## src/design/detector_row_decode_core_macros.svh

```systemverilog
// ----------------------------------------------------------------------------
// Detector row decode assertion macros
// Concurrent assertion forms for the detector row decode core.
// ----------------------------------------------------------------------------
`ifndef DETECTOR_ROW_DECODE_CORE_MACROS_SVH
`define DETECTOR_ROW_DECODE_CORE_MACROS_SVH

// Consequent checked in the same cycle as the antecedent.
`define DRD_ASSERT_SAME(label, clk, rst_n, ante, cons, msg) \
    label: assert property (@(posedge clk) disable iff (!rst_n) (ante) |-> (cons)) \
        else $error(msg);

// Consequent checked in the cycle after the antecedent.
`define DRD_ASSERT_NEXT(label, clk, rst_n, ante, cons, msg) \
    label: assert property (@(posedge clk) disable iff (!rst_n) (ante) |=> (cons)) \
        else $error(msg);

`endif

```

## src/design/drd_pkg.sv

```systemverilog
// ----------------------------------------------------------------------------
// Detector row decode package
// Field widths, register indexes, reset values and shared types.
// ----------------------------------------------------------------------------
package drd_pkg;

    // Field widths.
    localparam int VALUE_W     = 32;
    localparam int THRESH_W    = 17;
    localparam int COUNT_W     = 8;
    localparam int SCALE_W     = 24;
    localparam int FRAME_W     = 12;
    localparam int EDGE_W      = 16;
    localparam int EXTENT_W    = 21;
    localparam int CLASS_OUT_W = 7;
    localparam int CLASS_OUT_MAX = (1 << CLASS_OUT_W) - 1;

    // Configuration port.
    localparam int CFG_INDEX_W = 3;
    localparam int CFG_DATA_W  = 24;
    typedef logic [CFG_INDEX_W-1:0] t_cfg_index;

    localparam t_cfg_index REG_SCORE_THRESHOLD = 3'd0;
    localparam t_cfg_index REG_ANCHOR_FREE     = 3'd1;
    localparam t_cfg_index REG_CLASS_COUNT     = 3'd2;
    localparam t_cfg_index REG_HSCALE          = 3'd3;
    localparam t_cfg_index REG_VSCALE          = 3'd4;
    localparam t_cfg_index REG_FRAME_COLUMNS   = 3'd5;
    localparam t_cfg_index REG_FRAME_ROWS      = 3'd6;

    // Register reset values.
    localparam logic [THRESH_W-1:0] RST_SCORE_THRESHOLD = 17'd29491;
    localparam logic                RST_ANCHOR_FREE     = 1'b0;
    localparam logic [COUNT_W-1:0]  RST_CLASS_COUNT     = 8'd80;
    localparam logic [SCALE_W-1:0]  RST_HSCALE          = 24'd100825;
    localparam logic [SCALE_W-1:0]  RST_VSCALE          = 24'd75618;
    localparam logic [FRAME_W-1:0]  RST_FRAME_COLUMNS   = 12'd640;
    localparam logic [FRAME_W-1:0]  RST_FRAME_ROWS      = 12'd480;

    // Row layout: four box values, then objectness (single-stage only), then scores.
    localparam int MAX_CLASSES_DEF   = 128;
    localparam int FIELD_CENTER_X    = 0;
    localparam int FIELD_CENTER_Y    = 1;
    localparam int FIELD_WIDTH       = 2;
    localparam int FIELD_HEIGHT      = 3;
    localparam int BOX_VALUES        = 4;
    localparam int SINGLE_STAGE_BASE = 5;

    // Fixed-point arithmetic.
    localparam int SCORE_FRAC   = 16;
    localparam int SCORE_PROD_W = 2 * VALUE_W;
    // (2*c - size) is 34 bits signed; the scale is made signed by one zero bit.
    localparam int EDGE_PROD_W  = VALUE_W + 2 + SCALE_W + 1;
    localparam int SIZE_PROD_W  = VALUE_W + SCALE_W + 1;
    localparam int EDGE_SHIFT   = 33;
    localparam int SIZE_SHIFT   = 32;
    localparam int EXTENT_MIN   = -1048576;
    localparam int EXTENT_MAX   = 4095;

    // Clipped box along one axis.
    typedef struct packed {
        logic [EDGE_W-1:0]          start_px;
        logic signed [EXTENT_W-1:0] extent;
    } t_axis_box;

endpackage

```

## src/design/drd_axis_clip.sv

```systemverilog
// ----------------------------------------------------------------------------
// Detector row decode axis clip
// Turns the scaled edge and size products of one axis into the clipped start
// edge and the extent limited to the frame remainder, both saturated.
// ----------------------------------------------------------------------------
module drd_axis_clip (
    input  logic signed [drd_pkg::EDGE_PROD_W-1:0] i_edge_prod,
    input  logic signed [drd_pkg::SIZE_PROD_W-1:0] i_size_prod,
    input  logic [drd_pkg::FRAME_W-1:0]            i_frame,
    output drd_pkg::t_axis_box                     o_box
);

    localparam int START_W = drd_pkg::EDGE_PROD_W - 1 - drd_pkg::EDGE_SHIFT;
    localparam int SPAN_W  = drd_pkg::SIZE_PROD_W - drd_pkg::SIZE_SHIFT;
    localparam int DIFF_W  = START_W + 2;
    localparam int BIAS_W  = drd_pkg::SIZE_PROD_W + 1;

    logic [START_W-1:0]      start_full;
    logic signed [BIAS_W-1:0] size_bias;
    logic signed [SPAN_W:0]  span;
    logic signed [DIFF_W-1:0] span_ext;
    logic signed [DIFF_W-1:0] room;
    logic signed [DIFF_W-1:0] pick;

    // A non-positive edge product clips to zero; otherwise drop the fraction bits.
    always_comb begin
        if (i_edge_prod > 0) begin
            start_full = i_edge_prod[drd_pkg::EDGE_PROD_W-2:drd_pkg::EDGE_SHIFT];
        end else begin
            start_full = '0;
        end
    end

    // Start edge saturates to the output range.
    always_comb begin
        if (|start_full[START_W-1:drd_pkg::EDGE_W]) begin
            o_box.start_px = '1;
        end else begin
            o_box.start_px = start_full[drd_pkg::EDGE_W-1:0];
        end
    end

    // Scaled size truncated toward zero: bias negative products before the shift.
    always_comb begin
        size_bias = BIAS_W'(i_size_prod);
        if (i_size_prod[drd_pkg::SIZE_PROD_W-1]) begin
            size_bias = size_bias + BIAS_W'((64'd1 << drd_pkg::SIZE_SHIFT) - 64'd1);
        end
        span = size_bias[BIAS_W-1:drd_pkg::SIZE_SHIFT];
    end

    // Limit to the frame remainder past the start edge, then saturate.
    always_comb begin
        span_ext = DIFF_W'(span);
        room     = $signed({{(DIFF_W - drd_pkg::FRAME_W){1'b0}}, i_frame})
                 - $signed({2'b00, start_full});
        pick     = (span_ext < room) ? span_ext : room;
        if (pick < DIFF_W'(drd_pkg::EXTENT_MIN)) begin
            o_box.extent = drd_pkg::EXTENT_W'(drd_pkg::EXTENT_MIN);
        end else if (pick > DIFF_W'(drd_pkg::EXTENT_MAX)) begin
            o_box.extent = drd_pkg::EXTENT_W'(drd_pkg::EXTENT_MAX);
        end else begin
            o_box.extent = pick[drd_pkg::EXTENT_W-1:0];
        end
    end

endmodule

```

## config.mk

```make
export PLATFORM = sky130hd
export DESIGN_NAME = drd_axis_clip
export DESIGN_NICKNAME = d
export VERILOG_FILES = /design/src/design/detector_row_decode_core_macros.svh /design/src/design/drd_pkg.sv /design/src/design/drd_axis_clip.sv
export SDC_FILE = /design/constraint.sdc
export NUM_CORES = 1
export LEC_CHECK = 0
export BUFFER_PORTS_ARGS = -buffer_cell sky130_fd_sc_hd__buf_2
export CAP_MARGIN = 25
export CORE_UTILIZATION = 52
export DETAILED_ROUTE_END_ITERATION = 8
export GPL_TIMING_DRIVEN = 0
export PLACE_DENSITY = 0.92
export RECOVER_POWER = 50
export SYNTH_ARGS = -nofsm -noshare
export SYNTH_HDL_FRONTEND = slang
export SYNTH_SLANG_ARGS = --single-unit
```

## constraint.sdc

```tcl
create_clock -name vclk -period 25.5
set_clock_uncertainty 0.1 [all_clocks]
set_input_delay 5.1 -clock vclk [all_inputs]
set_output_delay 5.1 -clock vclk [all_outputs]
set_load 0.02 [all_outputs]
```

==> results of run 1 <==
[cells in the final DEF, fill, tap and decap left out, drive strengths merged, types with 2 or more instances in the layout]
master	instances
buf	154
nand2	68
nor2	38
ha	37
inv	32
a21oi	28
nor4	26
clkbuf	23
a211oi	21
xnor2	20
o21ai	20
nand4	18
nand3	17
nor3	16
xor2	15
and2	15
mux2	12
o211ai	9
or3	8
a21o	7
nand2b	6
nor2b	3
o21a	3
or4	3
and4	2
o2111ai	2
and3	2
or2	2
o22a	2
a22oi	2
a31oi	2
mux2i	2
o41ai	2
a2111oi	2
a221oi	2
[power breakdown]
group	total [W]	switching [W]	leakage [nW]	internal, W
clock network	0	0	0	0
registers	0	0	0	0
logic	0.000120	0.0000723	1.92	0.0000481
[metrics by stage]
step	worst slack, ps	util, %	cell area (sq um)	hold slack, ps	power [W]
2_1_floorplan	8868	-	3156	10280	0.00008173
3_3_place_gp	7598	69.24	4075	10450	0.0001149
3_5_place_dp	7484	69.24	4075	10460	0.0001188
4_1_cts	7423	69.24	4075	10460	0.0001197
5_1_grt	5948	68.54	4034	10520	0.0001311
6_report	6433	68.54	4034	10490	0.0001204
[final cells by class]
| cell class | instances | area [sq um] |
|---|---|---|
| fill | 542 | 1852 |
| buffer | 12 | 68.82 |
| tap | 75 | 93.84 |
| inverter | 32 | 120.1 |
| timing repair buffer | 165 | 807.0 |
| multi-input combinational | 424 | 2944 |
[critical path: cells and delay by family]
family / cells / cell delay, ps
buf+inv: 7 / 1570
compound gates: 10 / 3360
xor+xnor: 1 / 720
fa+ha+maj: 3 / 950
simple gates: 7 / 1720
mux: 1 / 430
[per-layer routing]
metal  vias up  track usage [%]
met5         -                0
met4         0            3.929
met3        18            1.143
met2       165            59.15
met1      1973            41.53
li1       2089                -
[cell families (layout without fill, tap and decap cells)]
logic type / Yosys count / after routing / synth area share, %
adder cells (fa/ha/maj): 38 / 38 / 15.31
buffers and inverters: 44 / 209 / 5.987
AND/OR/NAND/NOR: 226 / 226 / 37.43
AO/OA/AOI/OAI: 111 / 111 / 26.41
multiplexers: 14 / 14 / 4.917
XOR/XNOR: 35 / 35 / 9.953
[final timing paths]
path | end | slack [ps] | cells past startpoint
worst max-delay path | o_box[2] | 6430 | 29
worst min-delay path | o_box[21] | 10490 | 4
==> impl_metrics.ini, run 1 <==
[outcome]
status = complete, no violations

[grt]
gr-total-overflow = 0
grt_start_max_net_pins = 11
grt_first_pass_wirelength_mm = 16.79
antenna_found_initial = 0
track_usage_pct = 31.93
grt_pass1_vias = 3796

[timing]
fin_crit_ps = 19070
fmax_ghz = 0.05245
slew_headroom_pct = 31.48
setup_viol = 0
rsz0062_at_grt = false
tightest_slew_ps = 1017
slew_viol_final = 0
hold_viol_final = 0
finalSetupTns_ps = 0
period_share_pct = 74.77

[synthesis]
synth.top_cell.area_share_pct = 14.67
syn-num-nets = 634
synth_top_area_cell = ha_1
yosysMostFrequentCell = nand2_1
ys_seq_area_share_pct = 0
synthTopCellsByArea = ha_1, nand2_1, xnor2_1
post_synth.cell_area_avg_sq_um = 6.743
synthCells = 468
yosysUniqueCellTypes = 59
synth_area_sq_mm = 0.003156
ys_top_cells_by_count = nand2_1, nor2_1, ha_1, inv_1, a21oi_1
ys_warn_count = 0

[die]
ios = 165
core_sq_mm = 0.005886
rows = 28
die_x_um = 79.90
die_area_sq_mm = 0.006384
die_y_um = 79.90
start_util_pct = 53.61

[setup_path]
critPathMaxFanout = 10
max_stage_delay_ps = 760
path_common_cell = clkbuf_1
critical_path_required_ps = 20300
worstSetupStartpointType = input port
worst-setup-path-type = in -> out
endpoint_kind = primary output
startpoint = i_edge_prod[51]
worstPathArrival_ps = 13870
slowest_stage = nor4_1

[layout]
seq_area_sq_um = 0
antenna_cells_inserted = 0
drive_gt1_share_pct = 29.86
final-instance-count-excl-fill = 708
numSequentialCells = 0
nClkBuffers = 0
area.growth.synth_to_final_pct = 27.84
final_nets = 801

[hold_path]
min-delay-start = i_edge_prod[33]
min_path_type = in -> out

[clocking]
cts_setup_buffers = 0
cts_repair_resize_count = 0
ctsHoldBuffers = 0

[route]
first_pass_iters = 5
ant_nets = 0
routed_via_density = 5.996
avgRoutedWirePerCell_um = 15.05
wl_met3_um = 579
met2_length_mm = 5.384
wl_met1_mm = 4.588
wirelength_mm = 10.65
dr_total_vias = 4245
drc = 0
top_layer = met4
first_iter_violations = 203

[placed_design]
dpl.hpwl_mm = 9.090
place_inst = 708
routabilityCongestion = 0.9486
io_buffers = 165

[pwr]
p_leak_nw = 1.919
peakVddDrop_mv = 0.02735
p_per_area_mw_per_mm2 = 29.84

[flow_run]
maxCapViolations = 0
Note: power is estimated with default switching activity, not from simulation.
==> run 2: changes to the inputs <==
--- a/config.mk
+++ b/config.mk
@@ -7,10 +7,10 @@
 export LEC_CHECK = 0
 export BUFFER_PORTS_ARGS = -buffer_cell sky130_fd_sc_hd__buf_2
 export CAP_MARGIN = 25
-export CORE_UTILIZATION = 52
+export CORE_UTILIZATION = 48
 export DETAILED_ROUTE_END_ITERATION = 8
 export GPL_TIMING_DRIVEN = 0
-export PLACE_DENSITY = 0.92
+export PLACE_DENSITY = 0.86
 export RECOVER_POWER = 50
 export SYNTH_ARGS = -nofsm -noshare
 export SYNTH_HDL_FRONTEND = slang
==> constraint.sdc (replaced) <==
create_clock -name vclk -period 19.4
set_clock_uncertainty 0.1 [all_clocks]
set_input_delay 3.88 -clock vclk [all_inputs]
set_output_delay 3.88 -clock vclk [all_outputs]
set_load 0.02 [all_outputs]
==> impl_metrics.ini, run 2 (synthesized netlist as in run 1, its figures left out) <==
[outcome]
status = complete, no violations

[setup_path]
worst-setup-path-type = in -> out
worstSetupStartpointType = input port
slowest_stage = nor4_1
endpoint_kind = primary output
worstPathArrival_ps = 12430
path_common_cell = clkbuf_1
max_stage_delay_ps = 720
critPathMaxFanout = 10
critical_path_required_ps = 15420

[layout]
nClkBuffers = 0
drive_gt1_share_pct = 29.86
seq_area_sq_um = 0
numSequentialCells = 0
final_common_cell = buf_2
final_nets = 801
layout_common_cells = buf_2, nand2_1, nor2_1
antenna_cells_inserted = 0
area.growth.synth_to_final_pct = 27.91

[die]
start_util_pct = 49.69
ios = 165
die_area_sq_mm = 0.006902
die_y_um = 83.08
die_x_um = 83.08
core_sq_mm = 0.006350
rows = 29

[grt]
grt_first_pass_wirelength_mm = 17.12
gr-total-overflow = 0
track_usage_pct = 28.64
antenna_found_initial = 0
grt_pass1_vias = 3744
grt_start_max_net_pins = 11

[clocking]
ctsHoldBuffers = 0
cts_setup_buffers = 0
cts_repair_resize_count = 0

[flow_run]
maxCapViolations = 0

[placed_design]
dpl.hpwl_mm = 8.911
io_buffers = 165
routabilityCongestion = 0.9206

[hold_path]
min_path_type = in -> out
worstHoldPathCells = 4
hold_end = o_box[26]
min-delay-start = i_edge_prod[38]

[timing]
finalSetupTns_ps = 0
tightest_slew_ps = 1006
period_share_pct = 84.60
rsz0062_at_grt = false
slew_viol_final = 0
slew_headroom_pct = 32.23
hold_viol_final = 0
fmax_ghz = 0.06093
fin_crit_ps = 16410
setup_viol = 0

[pwr]
totalPowerFinal_w = 0.0001561
peakVddDrop_mv = 0.04253
p_per_area_mw_per_mm2 = 38.67
p_leak_nw = 1.919

[route]
first_iter_violations = 228
dr_total_vias = 4185
drc = 0
first_pass_iters = 5
avgRoutedWirePerCell_um = 14.55
ant_nets = 0
wirelength_mm = 10.33
routed_via_density = 5.894
[run 2: area by class of cell]
| cell class | count | area, sq um |
|---|---|---|
| buffer | 12 | 68.82 |
| fill | 619 | 2313 |
| inverter | 32 | 120.1 |
| multi-input combinational | 424 | 2944 |
| tap | 77 | 96.34 |
| timing repair buffer | 165 | 807.0 |
[run 2: worst max-delay path, delay by kind of cell]
family / cells / cell delay, ps
adders and majority gates: 3 / 950
buffers and inverters: 7 / 1540
AOI/OAI and AO/OA: 9 / 2650
muxes: 1 / 420
xor gates and xnor gates: 1 / 710
and+or+nand+nor: 8 / 2240
[run 2: worst max path at each step]
stage	start	end	slack (ps)	cells past startpoint
6_report	i_edge_prod[51]	o_box[3]	2990	29
4_1_cts	i_edge_prod[45]	o_box[3]	3820	29
2_1_floorplan	i_edge_prod[45]	o_box[2]	5210	27
3_5_place_dp	i_edge_prod[45]	o_box[3]	3880	29
3_3_place_gp	i_edge_prod[45]	o_box[10]	3990	29
5_1_grt	i_edge_prod[51]	o_box[3]	2430	29
[run 2: stage by stage]
step / hold slack [ps] / util [%] / instances / setup WS (ps) / cell area [sq um]
floorplan: 7843 / - / 468 / 5208 / 3156
global placement: 8015 / 64.22 / 710 / 3995 / 4078
detailed placement: 8015 / 64.22 / 710 / 3881 / 4078
CTS: 8015 / 64.22 / 710 / 3825 / 4078
global route: 8069 / 63.57 / 710 / 2434 / 4036
finish: 8048 / 63.57 / 710 / 2987 / 4036
[run 2: power by group]
group,internal [W],switching [W],total [W]
Sequential,0,0,0
Clock,0,0,0
Combinational,0.0000630,0.0000931,0.000156
[run 2: per-layer routing]
| metal | track usage [%] | part of all wire (%) | routed length (um) | vias up |
|---|---|---|---|---|
| met3 | 0.6958 | 5.9 | 606 | 12 |
| met5 | 0 | 0 | 0 | - |
| met4 | 3.605 | 1.0 | 106 | 0 |
| met2 | 50.82 | 50 | 5118 | 161 |
| met1 | 39.57 | 44 | 4495 | 1926 |
| li1 | - | - | - | 2086 |
==> run 3: changes to the inputs <==
==> constraint.sdc (replaced) <==
create_clock -name vclk -period 16
set_clock_uncertainty 0.1 [all_clocks]
set_input_delay 3.2 -clock vclk [all_inputs]
set_output_delay 3.2 -clock vclk [all_outputs]
set_load 0.02 [all_outputs]
==> impl_metrics.ini, run 3 (synthesized netlist as in run 1, its figures left out) <==
[layout]
antenna_cells_inserted = 0
drive_gt1_share_pct = 30.02
seq_area_sq_um = 0
final_common_cell = buf_2
numSequentialCells = 0
multi_input_area_sq_mm = 0.002952
layout_common_cells = buf_2, nand2_1, nor2_1
final_nets = 801
final_area_sq_mm = 0.004044
nFillCells = 619
area.growth.synth_to_final_pct = 28.15
nClkBuffers = 0

[grt]
grt_start_max_net_pins = 11
grt_first_pass_wirelength_mm = 17.12
track_usage_pct = 28.64
gr-total-overflow = 0
grt_pass1_vias = 3744
antenna_found_initial = 0

[setup_path]
worst-setup-path-type = in -> out
endpoint_kind = primary output
startpoint = i_edge_prod[51]
worstSetupStartpointType = input port
path_common_cell = clkbuf_1
worstPathArrival_ps = 11490
critPathMaxFanout = 10
max_stage_delay_ps = 730
slowest_stage = nor4_1
critical_path_required_ps = 12700
critPathCapture = o_box[3]

[die]
core_sq_mm = 0.006350
ios = 165
die_area_sq_mm = 0.006902
start_util_pct = 49.69
rows = 29
die_x_um = 83.08
die_y_um = 83.08

[placed_design]
dpl-instance-area_sq_mm = 0.004078
dpl.hpwl_mm = 8.911
io_buffers = 165
routabilityCongestion = 0.9206

[route]
first_pass_iters = 5
first_iter_violations = 226
wl_met3_um = 641
wirelength_mm = 10.31
wl_met1_mm = 4.464
dr_total_vias = 4164
routed_via_density = 5.865
ant_nets = 0
top_layer = met4
met2_length_mm = 5.100
drc = 0
avgRoutedWirePerCell_um = 14.53

[timing]
period_share_pct = 92.43
setup_viol = 0
tightest_slew_ps = 992.3
hold_viol_final = 0
rsz0062_at_grt = false
slew_headroom_pct = 33.15
fmax_ghz = 0.06762
fin_crit_ps = 14790
slew_viol_final = 0
finalSetupTns_ps = 0

[pwr]
p_leak_nw = 1.921
peakVddDrop_mv = 0.05177
p_per_area_mw_per_mm2 = 46.89

[clocking]
cts_setup_buffers = 0
ctsHoldBuffers = 0
cts_repair_resize_count = 0

[outcome]
status = complete, no violations

[flow_run]
maxCapViolations = 0

[hold_path]
min_path_type = in -> out
==> run 3: changes by cell type in the layout (fill, tap and decap cells not counted) <==
cell and change:
xor2_2 +1, xor2_1 -1
==> run 3: worst min-delay path by stage <==
| stage | start | depth (start not counted) | to |
|---|---|---|---|
| after global placement | i_edge_prod[38] | 4 | o_box[26] |
| final | i_edge_prod[38] | 4 | o_box[26] |
| after CTS | i_edge_prod[38] | 4 | o_box[26] |
| after floorplan | i_edge_prod[46] | 2 | o_box[34] |
| after global routing | i_edge_prod[42] | 4 | o_box[30] |
| after detailed placement | i_edge_prod[38] | 4 | o_box[26] |
==> run 3: layout make-up <==
class / count / area share, %
Tap cell: 77 / 2.382
Inverter: 32 / 2.970
Buffer: 12 / 1.702
Multi-Input combinational cell: 424 / 72.99
Timing Repair Buffer: 165 / 19.96
==> run 3: report_power, final <==
group          internal [W]  total, W  leakage [nW]  switching (W)
logic             0.0000766  0.000190          1.92       0.000113
registers                 0         0             0              0
clock network             0         0             0              0
==> run 3: worst max-delay path: cells and delay by family <==
family	cells	cell delay (ps)
buf+inv	7	1540
fa+ha+maj	3	950
mux	1	420
simple gates	8	2230
compound gates	9	2660
xor+xnor	1	460
==> run 3: routing by layer <==
layer | GRT usage (%) | vias up
li1 | - | 2085
met1 | 39.57 | 1905
met2 | 50.82 | 162
met3 | 0.6958 | 12
met4 | 3.605 | 0
met5 | 0 | -
==> run 3: through the flow <==
| stage | hold WS, ps | util, % | total power (W) | setup WS [ps] | std cells |
|---|---|---|---|---|---|
| 2_1_floorplan | 6483 | - | 0.0001303 | 3168 | 468 |
| 3_3_place_gp | 6655 | 64.22 | 0.0001831 | 1955 | 710 |
| 3_5_place_dp | 6655 | 64.22 | 0.0001878 | 1841 | 710 |
| 4_1_cts | 6655 | 64.22 | 0.0001891 | 1785 | 710 |
| 5_1_grt | 6709 | 63.68 | 0.0002096 | 648.0 | 710 |
| 6_report | 6688 | 63.68 | 0.0001896 | 1212 | 710 |
